===== src/rtl/vrst_pkg.sv =====
// ----------------------------------------------------------------------------
// vrst_pkg
// Shared codes, the classified item type and the key record format check
// for the validation record session tracker.
// ----------------------------------------------------------------------------
package vrst_pkg;

    // Item kinds
    localparam logic [1:0] KIND_SEND = 2'd0;
    localparam logic [1:0] KIND_BYTE = 2'd1;
    localparam logic [1:0] KIND_INIT = 2'd2;

    // Command classes
    localparam logic [2:0] CLS_OTHER      = 3'd0;
    localparam logic [2:0] CLS_REC_TRUE   = 3'd1;
    localparam logic [2:0] CLS_REC_FALSE  = 3'd2;
    localparam logic [2:0] CLS_REC_OTHER  = 3'd3;
    localparam logic [2:0] CLS_VALIDATION = 3'd4;
    localparam logic [2:0] CLS_VALOFF     = 3'd5;
    localparam logic [2:0] CLS_UNKNOWN    = 3'd6;

    // Status codes
    localparam logic [2:0] ST_OK         = 3'd0;
    localparam logic [2:0] ST_NOT_OK     = 3'd1;
    localparam logic [2:0] ST_UNKNOWN    = 3'd2;
    localparam logic [2:0] ST_INIT_INCMP = 3'd3;
    localparam logic [2:0] ST_QVAL_BAD   = 3'd4;
    localparam logic [2:0] ST_RECORD_BAD = 3'd5;
    localparam logic [2:0] ST_QUEUE_FULL = 3'd6;

    // Response kinds
    localparam logic [1:0] RK_NONE   = 2'd0;
    localparam logic [1:0] RK_DEVICE = 2'd1;
    localparam logic [1:0] RK_OTHER  = 2'd2;

    // Init choice codes
    localparam logic [1:0] CHOICE_UNKNOWN = 2'd0;
    localparam logic [1:0] CHOICE_VAL_OFF = 2'd1;
    localparam logic [1:0] CHOICE_VAL_ON  = 2'd2;

    // Characters
    localparam logic [7:0] CH_COMMA = 8'h2C;
    localparam logic [7:0] CH_ZERO  = 8'h30;
    localparam logic [7:0] CH_NINE  = 8'h39;
    localparam logic [7:0] CH_UA    = 8'h41;
    localparam logic [7:0] CH_UF    = 8'h46;
    localparam logic [7:0] CH_LA    = 8'h61;
    localparam logic [7:0] CH_LFHEX = 8'h66;
    localparam logic [7:0] CH_CR    = 8'h0D;
    localparam logic [7:0] CH_LF    = 8'h0A;
    localparam logic [7:0] CH_STAR  = 8'h2A;
    localparam logic [7:0] CH_BANG  = 8'h21;
    localparam logic [7:0] CH_T     = 8'h54;
    localparam logic [7:0] CH_F     = 8'h46;

    localparam int          KEY_RECORD_LEN = 45;
    localparam logic [5:0]  KEY_LEN        = 6'(KEY_RECORD_LEN);
    localparam logic [5:0]  LINE_MAX       = 6'd63;
    localparam logic [5:0]  ANSWER_LEN     = 6'd3;

    // Character classes worked out once, in the front end
    typedef struct packed {
        logic digit;
        logic hex;
        logic comma;
        logic cr;
        logic lf;
        logic star;
        logic bang;
        logic t;
        logic f;
    } char_class_t;

    typedef struct packed {
        logic [1:0]  kind;
        logic [2:0]  cmd_class;
        char_class_t cc;
    } item_t;

    function automatic char_class_t classify(input logic [7:0] c);
        char_class_t r;
        r.digit = (c >= CH_ZERO) && (c <= CH_NINE);
        r.hex   = r.digit || ((c >= CH_UA) && (c <= CH_UF))
                  || ((c >= CH_LA) && (c <= CH_LFHEX));
        r.comma = (c == CH_COMMA);
        r.cr    = (c == CH_CR);
        r.lf    = (c == CH_LF);
        r.star  = (c == CH_STAR);
        r.bang  = (c == CH_BANG);
        r.t     = (c == CH_T);
        r.f     = (c == CH_F);
        return r;
    endfunction

    // Whether a character fits the key record format at a given position.
    function automatic logic key_char_ok(input logic [5:0] pos, input char_class_t cc);
        logic ok;
        if (pos >= KEY_LEN)
            ok = 1'b0;
        else if (pos == 6'd2 || pos == 6'd6 || pos == 6'd10)
            ok = cc.comma;
        else if (pos < 6'd10)
            ok = cc.digit;
        else if (pos < KEY_LEN - 6'd2)
            ok = cc.hex;
        else if (pos == KEY_LEN - 6'd2)
            ok = cc.cr;
        else
            ok = cc.lf;
        return ok;
    endfunction

endpackage


===== src/rtl/vrst_if.sv =====
// ----------------------------------------------------------------------------
// vrst interfaces
// Request and response channels of the session tracker, valid/ready.
// ----------------------------------------------------------------------------
interface vrst_req_if;
    logic       valid;
    logic       ready;
    logic [1:0] kind;
    logic [2:0] cmd_class;
    logic [7:0] rx_byte;

    modport source (output valid, kind, cmd_class, rx_byte, input ready);
    modport sink   (input valid, kind, cmd_class, rx_byte, output ready);
endinterface

interface vrst_rsp_if #(
    parameter int PENDING_DEPTH = 8
);
    localparam int CNT_W = $clog2(PENDING_DEPTH + 1);

    logic             valid;
    logic             ready;
    logic [2:0]       status;
    logic             line_done;
    logic [1:0]       response_kind;
    logic             validation_on;
    logic             recording_on;
    logic             send_allowed;
    logic [31:0]      seq_count;
    logic [CNT_W-1:0] pending_count;

    modport source (output valid, status, line_done, response_kind, validation_on,
                    recording_on, send_allowed, seq_count, pending_count,
                    input ready);
    modport sink   (input valid, status, line_done, response_kind, validation_on,
                    recording_on, send_allowed, seq_count, pending_count,
                    output ready);
endinterface


===== src/rtl/vrst_front.sv =====
// ----------------------------------------------------------------------------
// vrst_front
// Accepts request beats, classifies the received character and holds the
// classified items in a two-entry queue for the back end.
// ----------------------------------------------------------------------------
module vrst_front (
    input  logic            clk,
    input  logic            rst_n,
    vrst_req_if.sink        req,
    output logic            q_valid,
    output vrst_pkg::item_t q_item,
    input  logic            q_pop
);

    vrst_pkg::item_t entry_reg [2];
    vrst_pkg::item_t new_item;
    logic            wr_ptr_reg;
    logic            rd_ptr_reg;
    logic [1:0]      count_reg;
    logic [1:0]      count_next;
    logic            push;

    assign req.ready = (count_reg != 2'd2);
    assign push      = req.valid && req.ready;
    assign q_valid   = (count_reg != 2'd0);
    assign q_item    = entry_reg[rd_ptr_reg];

    always_comb
    begin
        new_item.kind      = req.kind;
        new_item.cmd_class = req.cmd_class;
        new_item.cc        = vrst_pkg::classify(req.rx_byte);
    end

    always_comb
    begin
        count_next = count_reg;
        if (push && !q_pop)
            count_next = count_reg + 2'd1;
        else if (!push && q_pop)
            count_next = count_reg - 2'd1;
    end

    always_ff @(posedge clk or negedge rst_n)
    begin
        if (!rst_n)
        begin
            wr_ptr_reg <= 1'b0;
            rd_ptr_reg <= 1'b0;
            count_reg  <= 2'd0;
        end
        else
        begin
            if (push)
                wr_ptr_reg <= ~wr_ptr_reg;
            if (q_pop)
                rd_ptr_reg <= ~rd_ptr_reg;
            count_reg <= count_next;
        end
    end

    always_ff @(posedge clk)
    begin
        if (push)
            entry_reg[wr_ptr_reg] <= new_item;
    end

    a_no_pop_empty: assert property (@(posedge clk) disable iff (!rst_n)
        q_pop |-> count_reg != 2'd0)
        else $error("front queue popped while empty");

    a_count_step: assert property (@(posedge clk) disable iff (!rst_n)
        (push && !q_pop) |=> count_reg == $past(count_reg) + 2'd1)
        else $error("front queue count did not follow a lone push");

    a_ptr_gap: assert property (@(posedge clk) disable iff (!rst_n)
        (count_reg == 2'd1) |-> wr_ptr_reg != rd_ptr_reg)
        else $error("front queue pointers disagree with count");

endmodule


===== src/rtl/vrst_back.sv =====
// ----------------------------------------------------------------------------
// vrst_back
// Holds the session state, carries out one classified item per cycle when not
// stalled and keeps the pending flag-command queue and the registered response.
// ----------------------------------------------------------------------------
module vrst_back #(
    parameter int PENDING_DEPTH = 8
) (
    input  logic            clk,
    input  logic            rst_n,
    input  logic            q_valid,
    input  vrst_pkg::item_t q_item,
    output logic            q_pop,
    vrst_rsp_if.source      rsp
);

    localparam int CNT_W = $clog2(PENDING_DEPTH + 1);
    localparam int PTR_W = (PENDING_DEPTH > 1) ? $clog2(PENDING_DEPTH) : 1;
    localparam int SUM_W = CNT_W + 1;

    // Session state
    logic             init_reg, init_next;
    logic             qval_sent_reg, qval_sent_next;
    logic             val_reg, val_next;
    logic             rec_reg, rec_next;
    logic [1:0]       choice_reg, choice_next;
    logic             fap_reg, fap_next;
    logic             sap_reg, sap_next;
    logic [31:0]      seq_reg, seq_next;

    // Pending queue
    logic [2:0]       pend_mem [PENDING_DEPTH];
    logic [2:0]       head_cls_reg;
    logic [PTR_W-1:0] head_reg, head_next;
    logic [CNT_W-1:0] cnt_reg, cnt_next;
    logic [SUM_W-1:0] tail_sum;
    logic [PTR_W-1:0] tail;
    logic             push;
    logic [2:0]       push_cls;
    logic             pop;
    logic             full;

    // Line framing
    logic [5:0]       len_reg, len_next;
    logic             fc_star_reg, fc_star_next;
    logic             fc_bang_reg, fc_bang_next;
    logic             fc_t_reg, fc_t_next;
    logic             fc_f_reg, fc_f_next;
    logic             last_cr_reg, last_cr_next;
    logic             key_ok_reg, key_ok_next;

    // Response register
    logic             out_valid_reg;
    logic [2:0]       status_reg, status_next;
    logic             done_reg, done_next;
    logic [1:0]       rkind_reg, rkind_next;

    logic             fire;
    logic             send_ok;
    logic             flag_cmd;
    logic [1:0]       seq_inc;
    logic [5:0]       len_inc;
    logic             first_star, first_bang, first_t, first_f;
    logic             key_ok_now;
    logic             is_key;

    assign fire    = q_valid && (!out_valid_reg || rsp.ready);
    assign q_pop   = fire;
    assign send_ok = !(val_reg && rec_reg);
    assign full    = (cnt_reg == CNT_W'(PENDING_DEPTH));
    assign flag_cmd = (q_item.cmd_class >= vrst_pkg::CLS_REC_TRUE)
                      && (q_item.cmd_class <= vrst_pkg::CLS_VALOFF);

    // Slot after the last queued entry, wrapped by one compare and subtract.
    always_comb
    begin
        tail_sum = SUM_W'(head_reg) + SUM_W'(cnt_reg);
        if (tail_sum >= SUM_W'(PENDING_DEPTH))
            tail_sum = tail_sum - SUM_W'(PENDING_DEPTH);
        tail = tail_sum[PTR_W-1:0];
    end

    always_comb
    begin
        len_inc    = (len_reg < vrst_pkg::LINE_MAX) ? len_reg + 6'd1 : len_reg;
        first_star = (len_reg == 6'd0) ? q_item.cc.star : fc_star_reg;
        first_bang = (len_reg == 6'd0) ? q_item.cc.bang : fc_bang_reg;
        first_t    = (len_reg == 6'd0) ? q_item.cc.t    : fc_t_reg;
        first_f    = (len_reg == 6'd0) ? q_item.cc.f    : fc_f_reg;
        key_ok_now = key_ok_reg && vrst_pkg::key_char_ok(len_reg, q_item.cc);
        is_key     = key_ok_now && (len_inc == vrst_pkg::KEY_LEN);
    end

    always_comb
    begin
        init_next      = init_reg;
        qval_sent_next = qval_sent_reg;
        val_next       = val_reg;
        rec_next       = rec_reg;
        choice_next    = choice_reg;
        fap_next       = fap_reg;
        sap_next       = sap_reg;
        len_next       = len_reg;
        fc_star_next   = fc_star_reg;
        fc_bang_next   = fc_bang_reg;
        fc_t_next      = fc_t_reg;
        fc_f_next      = fc_f_reg;
        last_cr_next   = last_cr_reg;
        key_ok_next    = key_ok_reg;
        status_next    = vrst_pkg::ST_OK;
        done_next      = 1'b0;
        rkind_next     = vrst_pkg::RK_NONE;
        seq_inc        = 2'd0;
        push           = 1'b0;
        push_cls       = vrst_pkg::CLS_OTHER;
        pop            = 1'b0;

        if (fire)
        begin
            unique case (q_item.kind)
                vrst_pkg::KIND_SEND:
                begin
                    if (!init_reg)
                        status_next = vrst_pkg::ST_NOT_OK;
                    else if (!flag_cmd && !send_ok)
                        status_next = vrst_pkg::ST_NOT_OK;
                    else if (q_item.cmd_class >= vrst_pkg::CLS_UNKNOWN)
                        status_next = vrst_pkg::ST_UNKNOWN;
                    else
                    begin
                        seq_inc = 2'd1;
                        if (flag_cmd)
                        begin
                            if (full)
                                status_next = vrst_pkg::ST_QUEUE_FULL;
                            else
                            begin
                                push     = 1'b1;
                                push_cls = q_item.cmd_class;
                            end
                        end
                    end
                end
                vrst_pkg::KIND_INIT:
                begin
                    init_next = 1'b1;
                    if (!qval_sent_reg)
                    begin
                        if (!send_ok)
                            status_next = vrst_pkg::ST_NOT_OK;
                        else
                        begin
                            seq_inc        = 2'd1;
                            qval_sent_next = 1'b1;
                        end
                    end
                    // RECORD FALSE follows once validation is known to be on.
                    if (status_next == vrst_pkg::ST_OK
                        && choice_reg == vrst_pkg::CHOICE_VAL_ON)
                    begin
                        seq_inc = seq_inc + 2'd1;
                        if (full)
                            status_next = vrst_pkg::ST_QUEUE_FULL;
                        else
                        begin
                            push     = 1'b1;
                            push_cls = vrst_pkg::CLS_REC_FALSE;
                        end
                    end
                    if (status_next == vrst_pkg::ST_OK
                        && choice_reg == vrst_pkg::CHOICE_UNKNOWN)
                        status_next = vrst_pkg::ST_INIT_INCMP;
                end
                vrst_pkg::KIND_BYTE:
                begin
                    if (last_cr_reg && q_item.cc.lf)
                    begin
                        done_next = 1'b1;
                        if (send_ok || cnt_reg != '0)
                            rkind_next = (!send_ok && is_key) ? vrst_pkg::RK_OTHER
                                                              : vrst_pkg::RK_DEVICE;
                        else
                            rkind_next = vrst_pkg::RK_OTHER;

                        if (rkind_next == vrst_pkg::RK_DEVICE)
                        begin
                            if (cnt_reg != '0)
                            begin
                                if (first_star)
                                begin
                                    pop = 1'b1;
                                    case (head_cls_reg)
                                        vrst_pkg::CLS_REC_TRUE:   rec_next = 1'b1;
                                        vrst_pkg::CLS_REC_FALSE:  rec_next = 1'b0;
                                        vrst_pkg::CLS_VALIDATION: val_next = 1'b1;
                                        vrst_pkg::CLS_VALOFF:
                                        begin
                                            val_next = 1'b0;
                                            rec_next = 1'b0;
                                        end
                                        default: ;
                                    endcase
                                end
                                else if (first_bang)
                                    pop = 1'b1;
                            end

                            if (fap_reg)
                            begin
                                fap_next = 1'b0;
                                if (len_inc != vrst_pkg::ANSWER_LEN)
                                    status_next = vrst_pkg::ST_QVAL_BAD;
                                else if (first_t)
                                begin
                                    choice_next = vrst_pkg::CHOICE_VAL_ON;
                                    val_next    = 1'b1;
                                    sap_next    = 1'b1;
                                end
                                else if (first_f)
                                begin
                                    choice_next = vrst_pkg::CHOICE_VAL_OFF;
                                    val_next    = 1'b0;
                                    rec_next    = 1'b0;
                                    sap_next    = 1'b1;
                                end
                                else
                                    status_next = vrst_pkg::ST_QVAL_BAD;
                            end
                            else if (sap_reg && choice_reg == vrst_pkg::CHOICE_VAL_ON)
                            begin
                                sap_next = 1'b0;
                                if (len_inc != vrst_pkg::ANSWER_LEN || !first_star)
                                    status_next = vrst_pkg::ST_RECORD_BAD;
                                else
                                    rec_next = 1'b0;
                            end
                        end

                        len_next     = 6'd0;
                        fc_star_next = 1'b0;
                        fc_bang_next = 1'b0;
                        fc_t_next    = 1'b0;
                        fc_f_next    = 1'b0;
                        last_cr_next = 1'b0;
                        key_ok_next  = 1'b1;
                    end
                    else
                    begin
                        len_next     = len_inc;
                        fc_star_next = first_star;
                        fc_bang_next = first_bang;
                        fc_t_next    = first_t;
                        fc_f_next    = first_f;
                        key_ok_next  = key_ok_now;
                        last_cr_next = q_item.cc.cr;
                    end
                end
                default: ;
            endcase
        end

        seq_next  = seq_reg + 32'(seq_inc);
        head_next = head_reg;
        cnt_next  = cnt_reg;
        if (push)
            cnt_next = cnt_reg + CNT_W'(1);
        if (pop)
        begin
            cnt_next  = cnt_reg - CNT_W'(1);
            head_next = (head_reg == PTR_W'(PENDING_DEPTH - 1)) ? '0 : head_reg + PTR_W'(1);
        end
    end

    always_ff @(posedge clk or negedge rst_n)
    begin
        if (!rst_n)
        begin
            init_reg      <= 1'b0;
            qval_sent_reg <= 1'b0;
            val_reg       <= 1'b0;
            rec_reg       <= 1'b0;
            choice_reg    <= vrst_pkg::CHOICE_UNKNOWN;
            fap_reg       <= 1'b1;
            sap_reg       <= 1'b0;
            seq_reg       <= '0;
            head_reg      <= '0;
            cnt_reg       <= '0;
            len_reg       <= '0;
            fc_star_reg   <= 1'b0;
            fc_bang_reg   <= 1'b0;
            fc_t_reg      <= 1'b0;
            fc_f_reg      <= 1'b0;
            last_cr_reg   <= 1'b0;
            key_ok_reg    <= 1'b1;
            out_valid_reg <= 1'b0;
        end
        else
        begin
            init_reg      <= init_next;
            qval_sent_reg <= qval_sent_next;
            val_reg       <= val_next;
            rec_reg       <= rec_next;
            choice_reg    <= choice_next;
            fap_reg       <= fap_next;
            sap_reg       <= sap_next;
            seq_reg       <= seq_next;
            head_reg      <= head_next;
            cnt_reg       <= cnt_next;
            len_reg       <= len_next;
            fc_star_reg   <= fc_star_next;
            fc_bang_reg   <= fc_bang_next;
            fc_t_reg      <= fc_t_next;
            fc_f_reg      <= fc_f_next;
            last_cr_reg   <= last_cr_next;
            key_ok_reg    <= key_ok_next;
            if (fire)
                out_valid_reg <= 1'b1;
            else if (rsp.ready)
                out_valid_reg <= 1'b0;
        end
    end

    always_ff @(posedge clk)
    begin
        if (fire)
        begin
            status_reg <= status_next;
            done_reg   <= done_next;
            rkind_reg  <= rkind_next;
        end
    end

    // The head entry is registered ahead; a push into the slot that is
    // about to become the head is forwarded past the memory.
    always_ff @(posedge clk)
    begin
        if (push)
            pend_mem[tail] <= push_cls;
        if (push && tail == head_next)
            head_cls_reg <= push_cls;
        else
            head_cls_reg <= pend_mem[head_next];
    end

    // Flags and counters are shown as they stand after the item, and only
    // change when an item is carried out, so they are read from state.
    assign rsp.valid         = out_valid_reg;
    assign rsp.status        = status_reg;
    assign rsp.line_done     = done_reg;
    assign rsp.response_kind = rkind_reg;
    assign rsp.validation_on = val_reg;
    assign rsp.recording_on  = rec_reg;
    assign rsp.send_allowed  = !(val_reg && rec_reg);
    assign rsp.seq_count     = seq_reg;
    assign rsp.pending_count = cnt_reg;

    a_cnt_bound: assert property (@(posedge clk) disable iff (!rst_n)
        cnt_reg <= CNT_W'(PENDING_DEPTH))
        else $error("pending count beyond queue depth");

    a_push_pop_excl: assert property (@(posedge clk) disable iff (!rst_n)
        !(push && pop) && (!pop || cnt_reg != '0) && (!push || !full))
        else $error("pending queue push or pop out of order");

    a_choice_after_first: assert property (@(posedge clk) disable iff (!rst_n)
        (choice_reg != vrst_pkg::CHOICE_UNKNOWN || sap_reg) |-> !fap_reg)
        else $error("init answer state inconsistent");

    a_hold_when_stalled: assert property (@(posedge clk) disable iff (!rst_n)
        (out_valid_reg && !rsp.ready) |=> $stable(seq_reg) && $stable(cnt_reg))
        else $error("state moved while the response was stalled");

endmodule


===== src/rtl/validation_record_session_tracker.sv =====
// ----------------------------------------------------------------------------
// validation_record_session_tracker
// Tracks the command session with a serial instrument: send gating, init
// answers, CRLF line framing, key record checks and pending flag commands.
// ----------------------------------------------------------------------------
//  Channel  Direction  Beat carries
//  req      in         kind, cmd_class, rx_byte
//  rsp      out        status, line_done, response_kind, validation_on,
//                      recording_on, send_allowed, seq_count, pending_count
//
// One request beat is taken every cycle while req.ready is high; each gives
// exactly one response beat via the front queue, then the response register.
// The back end carries out one item per unstalled cycle, which sets the rate.
// Reset clears all session, framing and queue state; no clearing pass.
// A stalled response holds the back end; the two-entry front queue keeps
// req.ready high until both of its entries are full.
// ----------------------------------------------------------------------------
module validation_record_session_tracker #(
    parameter int PENDING_DEPTH = 8
) (
    input logic        clk,
    input logic        rst_n,
    vrst_req_if.sink   req,
    vrst_rsp_if.source rsp
);

    logic            q_valid;
    logic            q_pop;
    vrst_pkg::item_t q_item;

    vrst_front u_front (
        .clk     (clk),
        .rst_n   (rst_n),
        .req     (req),
        .q_valid (q_valid),
        .q_item  (q_item),
        .q_pop   (q_pop)
    );

    vrst_back #(
        .PENDING_DEPTH (PENDING_DEPTH)
    ) u_back (
        .clk     (clk),
        .rst_n   (rst_n),
        .q_valid (q_valid),
        .q_item  (q_item),
        .q_pop   (q_pop),
        .rsp     (rsp)
    );

endmodule

===== src/flat_wrapper.sv =====
// flat-port wrapper written by rule: the top's interface ports become plain ports
module validation_record_session_tracker_flat 
#(
    parameter int PENDING_DEPTH = 8
)
  (clk, rst_n, req_valid, req_kind, req_cmd_class, req_rx_byte, req_ready, rsp_valid, rsp_status, rsp_line_done, rsp_response_kind, rsp_validation_on, rsp_recording_on, rsp_send_allowed, rsp_seq_count, rsp_pending_count, rsp_ready);
  vrst_req_if req_i ();
  vrst_rsp_if #(.PENDING_DEPTH(PENDING_DEPTH)) rsp_i ();
  input logic clk;
  input logic rst_n;
  input wire logic [$bits(req_i.valid)-1:0] req_valid;
  input wire logic [$bits(req_i.kind)-1:0] req_kind;
  input wire logic [$bits(req_i.cmd_class)-1:0] req_cmd_class;
  input wire logic [$bits(req_i.rx_byte)-1:0] req_rx_byte;
  output wire logic [$bits(req_i.ready)-1:0] req_ready;
  output wire logic [$bits(rsp_i.valid)-1:0] rsp_valid;
  output wire logic [$bits(rsp_i.status)-1:0] rsp_status;
  output wire logic [$bits(rsp_i.line_done)-1:0] rsp_line_done;
  output wire logic [$bits(rsp_i.response_kind)-1:0] rsp_response_kind;
  output wire logic [$bits(rsp_i.validation_on)-1:0] rsp_validation_on;
  output wire logic [$bits(rsp_i.recording_on)-1:0] rsp_recording_on;
  output wire logic [$bits(rsp_i.send_allowed)-1:0] rsp_send_allowed;
  output wire logic [$bits(rsp_i.seq_count)-1:0] rsp_seq_count;
  output wire logic [$bits(rsp_i.pending_count)-1:0] rsp_pending_count;
  input wire logic [$bits(rsp_i.ready)-1:0] rsp_ready;
  assign req_i.valid = req_valid;
  assign req_i.kind = req_kind;
  assign req_i.cmd_class = req_cmd_class;
  assign req_i.rx_byte = req_rx_byte;
  assign req_ready = req_i.ready;
  assign rsp_valid = rsp_i.valid;
  assign rsp_status = rsp_i.status;
  assign rsp_line_done = rsp_i.line_done;
  assign rsp_response_kind = rsp_i.response_kind;
  assign rsp_validation_on = rsp_i.validation_on;
  assign rsp_recording_on = rsp_i.recording_on;
  assign rsp_send_allowed = rsp_i.send_allowed;
  assign rsp_seq_count = rsp_i.seq_count;
  assign rsp_pending_count = rsp_i.pending_count;
  assign rsp_i.ready = rsp_ready;
  validation_record_session_tracker #(.PENDING_DEPTH(PENDING_DEPTH)) u_core (.clk(clk), .rst_n(rst_n), .req(req_i), .rsp(rsp_i));
endmodule

===== config.mk =====
export PLATFORM = sky130hd
export DESIGN_NAME = validation_record_session_tracker_flat
export DESIGN_NICKNAME = d
export VERILOG_FILES = /design/src/rtl/vrst_pkg.sv /design/src/rtl/vrst_if.sv /design/src/rtl/vrst_front.sv /design/src/rtl/vrst_back.sv /design/src/rtl/validation_record_session_tracker.sv /design/src/flat_wrapper.sv
export SDC_FILE = /design/constraint.sdc
export NUM_CORES = 1
export LEC_CHECK = 0
export BUFFER_PORTS_ARGS = -buffer_cell sky130_fd_sc_hd__buf_2
export CORE_MARGIN = 10
export CORE_UTILIZATION = 55
export CTS_CLUSTER_SIZE = 12
export DETAILED_ROUTE_END_ITERATION = 16
export PLACE_DENSITY = 0.75
export SLEW_MARGIN = 10
export SYNTH_ARGS = -nofsm -noshare
export SYNTH_HDL_FRONTEND = slang
export SYNTH_HIERARCHICAL = 1
export SYNTH_SLANG_ARGS = --single-unit

===== constraint.sdc =====
create_clock -name clk -period 4.8 [get_ports clk]
set_input_delay 0.72 -clock clk [delete_from_list [all_inputs] [get_ports clk]]
set_output_delay 0.72 -clock clk [all_outputs]
set_load 0.005 [all_outputs]

---- Word level (Yosys, flattened, before mapping) ----
Memories as Yosys holds them, arrays and structs flattened. A register that Yosys moved wholly into a read port is not among the register bits.
Cells that the tools add are included.
word-level totals
  register bits ........................... 70
  input bits .............................. 17
  logic and storage cells ................. 246
  memories kept ........................... 2
  bits in latches ......................... 0
  ROM bits ................................ 0
  RAM bits ................................ 52
memory list
  name                      words  bits a word  rd ports  clocked after memory_dff  wr ports  RTL line          text
  u_core.u_front.entry_reg  2      14           1         0                         1         vrst_front.sv:15  vrst_pkg::item_t entry_reg [2];
  u_core.u_back.pend_mem    8      3            1         1                         1         vrst_back.sv:32   logic [2:0] pend_mem [PENDING_DEPTH];
cells by class
  divide/modulo/power cells ............... 0
  multiply operators ...................... 0
  equality and inequality tests ........... 26
  reduce and logical (&&, ||, !) cells .... 49
  add/sub/neg operators ................... 10
  shifts and indexed selects .............. 0
  multiplexer cells ....................... 118
  bitwise operators ....................... 3
  order comparisons ....................... 14
operators by type and width
  operator               count
  $mux W3                29
  $mux W1                64
  $add A32 B2 Y32        1
  $mux W2                15
  $eq A8 B6 Y1 const B   3
  $logic_and A1 B1 Y1    17
  $eq A8 B4 Y1 const B   2
  $eq A8 B7 Y1 const B   2
  $ge A8 B7 Y1 const B   2
  $le A8 B7 Y1 const B   2
  $reduce_and A7 Y1      2
  $eq A6 B6 Y1 const B   2
  $lt A6 B6 Y1 const B   2
  $mux W6                2
  $reduce_bool A2 Y1     6
  $eq A3 B3 Y1 const B   3
  $pmux W3 S3            1
  $ge A8 B6 Y1 const B   1
  $le A8 B6 Y1 const B   1
  $mux W4                2
  $logic_or A1 B1 Y1     7
  $add A6 B1 Y6 const B  1
  $eq A6 B2 Y1 const B   1
  $eq A6 B3 Y1 const B   1
  other kinds (34)       51

---- Longest topological paths before layout ----
  word-level depth ........................ 20
  depth in mapped cells ................... 17

---- Hierarchy ----
Netlist, hierarchy kept.
by module, submodules not included
  module      area an instance (um2)  cells each  times used
  vrst_back   5019.8                  451         1
  vrst_front  1348.8                  84          1

---- Worst setup path before layout ----
OpenSTA, ideal clock, no wires.
  path kind ............................... input -> register
  start point ............................. in rsp_ready
  end point ............................... reg u_core.u_back.seq_reg[31] (netlist: u_core/u_back/rsp.seq_count[31])
  stages .................................. 13
  data required time ...................... 4721 ps
  data arrival time ....................... 3099 ps
  slack ................................... 1621 ps
  path through ............................ nand2b_1 nand2_1 inv_1 nand3_1 inv_1 ha_1 a21oi_1 nand3b_1 or2_2 or3_1 clkbuf_1 nor3_1 xor2_1
between the ends
  word-level cells in the longest chain between the ends .. 4
ends and longest elaborated chain
  what                            RTL line                                 text
  start: declaration              flat_wrapper.sv:25                       input wire logic [$bits(rsp_i.ready)-1:0] rsp_ready;
  $logic_or A1 B1 Y1              vrst_back.sv:67                          assign fire = q_valid && (!out_valid_reg || rsp.ready);
  $logic_and A1 B1 Y1             vrst_back.sv:67
  via u_core.q_pop                validation_record_session_tracker.sv:28  logic q_pop;
  $mux W2                         vrst_back.sv:118                         if (fire)
  $add A32 B2 Y32                 vrst_back.sv:262                         seq_next = seq_reg + 32'(seq_inc);
  via u_core.u_back.seq_next[31]  vrst_back.sv:29                          logic [31:0] seq_reg, seq_next;
  end signal: assignment          vrst_back.sv:306                         seq_reg <= seq_next;
  end: declaration                vrst_back.sv:29
The timed path passes the listed nets, and every way through them passes these cells.
A chain may end at the register's enable or synchronous reset.

==> results.txt <==
startpoint types: register
post-synthesis mux area share: 7.583%
Syn Inst Count: 535
drt drc: 0
WP data arrival: 4.21 ns
measured slew at the worst slew-check pin: 1.013 ns
synth warn: 6
Final Critical Period: 3.886 ns
register-to-register setup slack: 0.91 ns
multi-input combinational cell area: 2794 µm²
I/O pin total: 64
critical path data required time: 5.13 ns
DR iter-0 viols: 338
clk buf depth: 2
Antenna Cells: 0
Fillers: 878
Synth Area in Compound Gates: 9.057%
main combinational cell family by area after synthesis: simple AND/OR/NAND/NOR gates
Critical Path Most Common Cell: nor2_1
post-synth top area cell: edfxtp_1
Finish-stage setup viols: 0
Root Driver: clkbuf_16
total CTS buffers: 17
Detail Placement HPWL: 10,200 µm
Pwr Density: 542.9 nW/µm²
ys async rst share: 51.20%
Post-CTS Resized: 0
Fin Hold WS: 0.4848 ns
worst path bufs/invs: 1
Slew Limit Fails: 0
grt met3 use: 4.756%
setup TNS: 0 ns
IO buf count: 63
RSZ-0062 raised after global routing: false
Post-Synth XOR/XNOR Area: 6.071%
post-synthesis cell area: 6369 µm²
DP Cell Count: 727
Reg clk slew, reported paths: 0.06 ns
pin count of the biggest net entering global routing: 43
Hold Path Class: register to register
max incr delay on CP: 0.74 ns
DR vias: 4,535
Post-synth EDFFs: 58
Worst-Skew Late Latency: 0.41 ns
vias in the first global route: 4,744
clk_skew: 0.008770 ns
M1 GR Usage: 23.19%
grt peak-use layer: met2
fraction of the mapped netlist area in simple logic gates: 17.74%
First-pass DRT Iterations: 5
critical-path cell list: mux2_2, a21oi_1, o21a_1, a32oi_1, nor2_1, ha_1, inv_1, fa_1, nor2b_1, nand2_1, nor3_1, nand2b_1, nor2_1, xor2_1
GRT overflow: 0
area occupied by registers: 3406 µm²
library cells used by synthesis: 82
die width: 127.6 µm
TritonCTS clock tree: built
cts hold-fix bufs: 0
crit end category: register
most common cell after layout, fill and taps aside: buf_2
Slew HR: 32.44%
htree depth: 4
DIE HEIGHT: 127.6 µm
sequential fraction of the synthesis area: 53.48%
delay-heaviest family, CP: simple AND/OR/NAND/NOR gates
antenna violations before repair: 0
Starting Density: 56.01%
Finished Core Util: 64.52%
Area Overhead vs Synth: 15.19%
Synth top area share: 27.35%
Peak VDD IR: 342.8 µV
vias per cell: 5.975
largest cells by area after synthesis: edfxtp_1 27%, dfrtp_1 24%, mux2_2 3.2%, xnor2_1 3.0%, nand2_1 2.8%
nets: 636
Crit Path Class: register to register
adder-cell share of the synthesized area: 3.379%
smallest setup slack after layout: 0.9143 ns
global-route wire length before repair: 24,040 µm
Final ANT Viol Nets: 0
final hold violation count: 0
Seq cells post-synth: 125
non-filler cells, final: 759
total wire length: 14,420 µm
Fmax: 0.2574 GHz
most frequent cells in the layout: 63 x buf_2, 62 x dfrtp_1, 58 x edfxtp_1, 47 x nand2_1, 38 x nor2_1
Cell Rows: 39
total die area: 16,280 µm²
share of cells above drive strength 1: 25.49%
CP max-delay cell: dfrtp_1
core footprint: 11,370 µm²
post-synthesis net count: 568
period utilization: 80.95%
Max Fanout on Critical Path: 15
routability cong.: 0.8911
Largest register FFs: 32
grt met2 use: 28.98%
wire length per cell: 18.99 µm
Tot GR Track Use: 18.10%
max-cap viol count: 0
clock tree sinks: 125
Synth Flop Type: dfrtp_1
Avg Inst Size Synth: 11.90 µm²
post-CTS setup buffers: 0
Place WS: 1.082 ns
Lkg Pwr: 3.068 nW
status: finished clean
## cell usage after synthesis, types with 7 or more instances
cell type / n
nor2_1: 39
a21oi_1: 12
nand3_1: 28
dfrtp_1: 62
mux2i_1: 7
edfxtp_1: 58
o21ai_0: 14
xnor2_1: 22
and3_1: 9
mux2_2: 18
inv_1: 17
nand2b_1: 11
ha_1: 14
xor2_1: 19
nand2_1: 47
nor3_1: 13
## through the flow
step,instance area (µm²),total power (W)
CTS,7333,0.003989
finish,7336,0.003983
global route,7336,0.004207
floorplan,6369,0.002423
detailed placement,6770,0.002746
global placement,6770,0.002699
## path summary, 6_finish.rpt
path / cells after the start / end / startpoint
min in group asynchronous: 1 / u_core/u_back/rsp.seq_count[13]$_DFF_PN0_ / rst_n
max in group asynchronous: 2 / u_core/u_back/rsp.pending_count[1]$_DFFE_PN0P_ / rst_n
max reg2reg: 14 / u_core/u_back/rsp.seq_count[24]$_DFF_PN0_ / u_core/u_front/rd_ptr_reg$_DFFE_PN0P_
min reg2reg: 1 / u_core/u_back/rsp.seq_count[31]$_DFF_PN0_ / u_core/u_back/rsp.seq_count[31]$_DFF_PN0_
max: 14 / u_core/u_back/rsp.seq_count[24]$_DFF_PN0_ / u_core/u_front/rd_ptr_reg$_DFFE_PN0P_
min: 1 / u_core/u_back/rsp.seq_count[31]$_DFF_PN0_ / u_core/u_back/rsp.seq_count[31]$_DFF_PN0_
## routing by layer
layer	vias to the layer above	wire length, µm	share of wire (%)
li1	2095	-	-
met1	2260	6250	43
met2	161	7136	50
met3	19	851	5.9
met4	0	178	1.2
met5	-	0	0
## worst reg2reg max path, cell delays in order (launching register included)
cell,delay [ns]
dfrtp_1,0.74
mux2_2,0.47
a21oi_1,0.25
o21a_1,0.20
a32oi_1,0.12
nor2_1,0.13
ha_1,0.18
inv_1,0.05
fa_1,0.40
nor2b_1,0.21
nand2_1,0.14
nor3_1,0.37
nand2b_1,0.20
nor2_1,0.16
xor2_1,0.20
## area by class of cell
class                   instances  area share [%]
flip-flops and latches        125           46.43
multi-input cells             377           38.09
clock buffers                  17           5.799
repair buffers                 65           4.503
well taps                     143           2.439
clock inverters                15           1.876
inverters                      17          0.8699
## power by group
part / internal, W / total, W / switching (W)
combinational: 0.000477 / 0.00117 / 0.000695
sequential: 0.00135 / 0.00159 / 0.000234
clock: 0.000720 / 0.00122 / 0.000502
## cell families (layout without fill, tap and decap cells)
kind of cell / after synthesis / in the layout
and+or+nand+nor: 205 / 205
adders and majority gates: 16 / 16
DFF: 125 / 125
xor gates and xnor gates: 42 / 42
AOI/OAI and AO/OA: 77 / 77
buffers and inverters: 33 / 114
muxes: 37 / 37
Note: power is estimated with default switching activity, not from simulation.
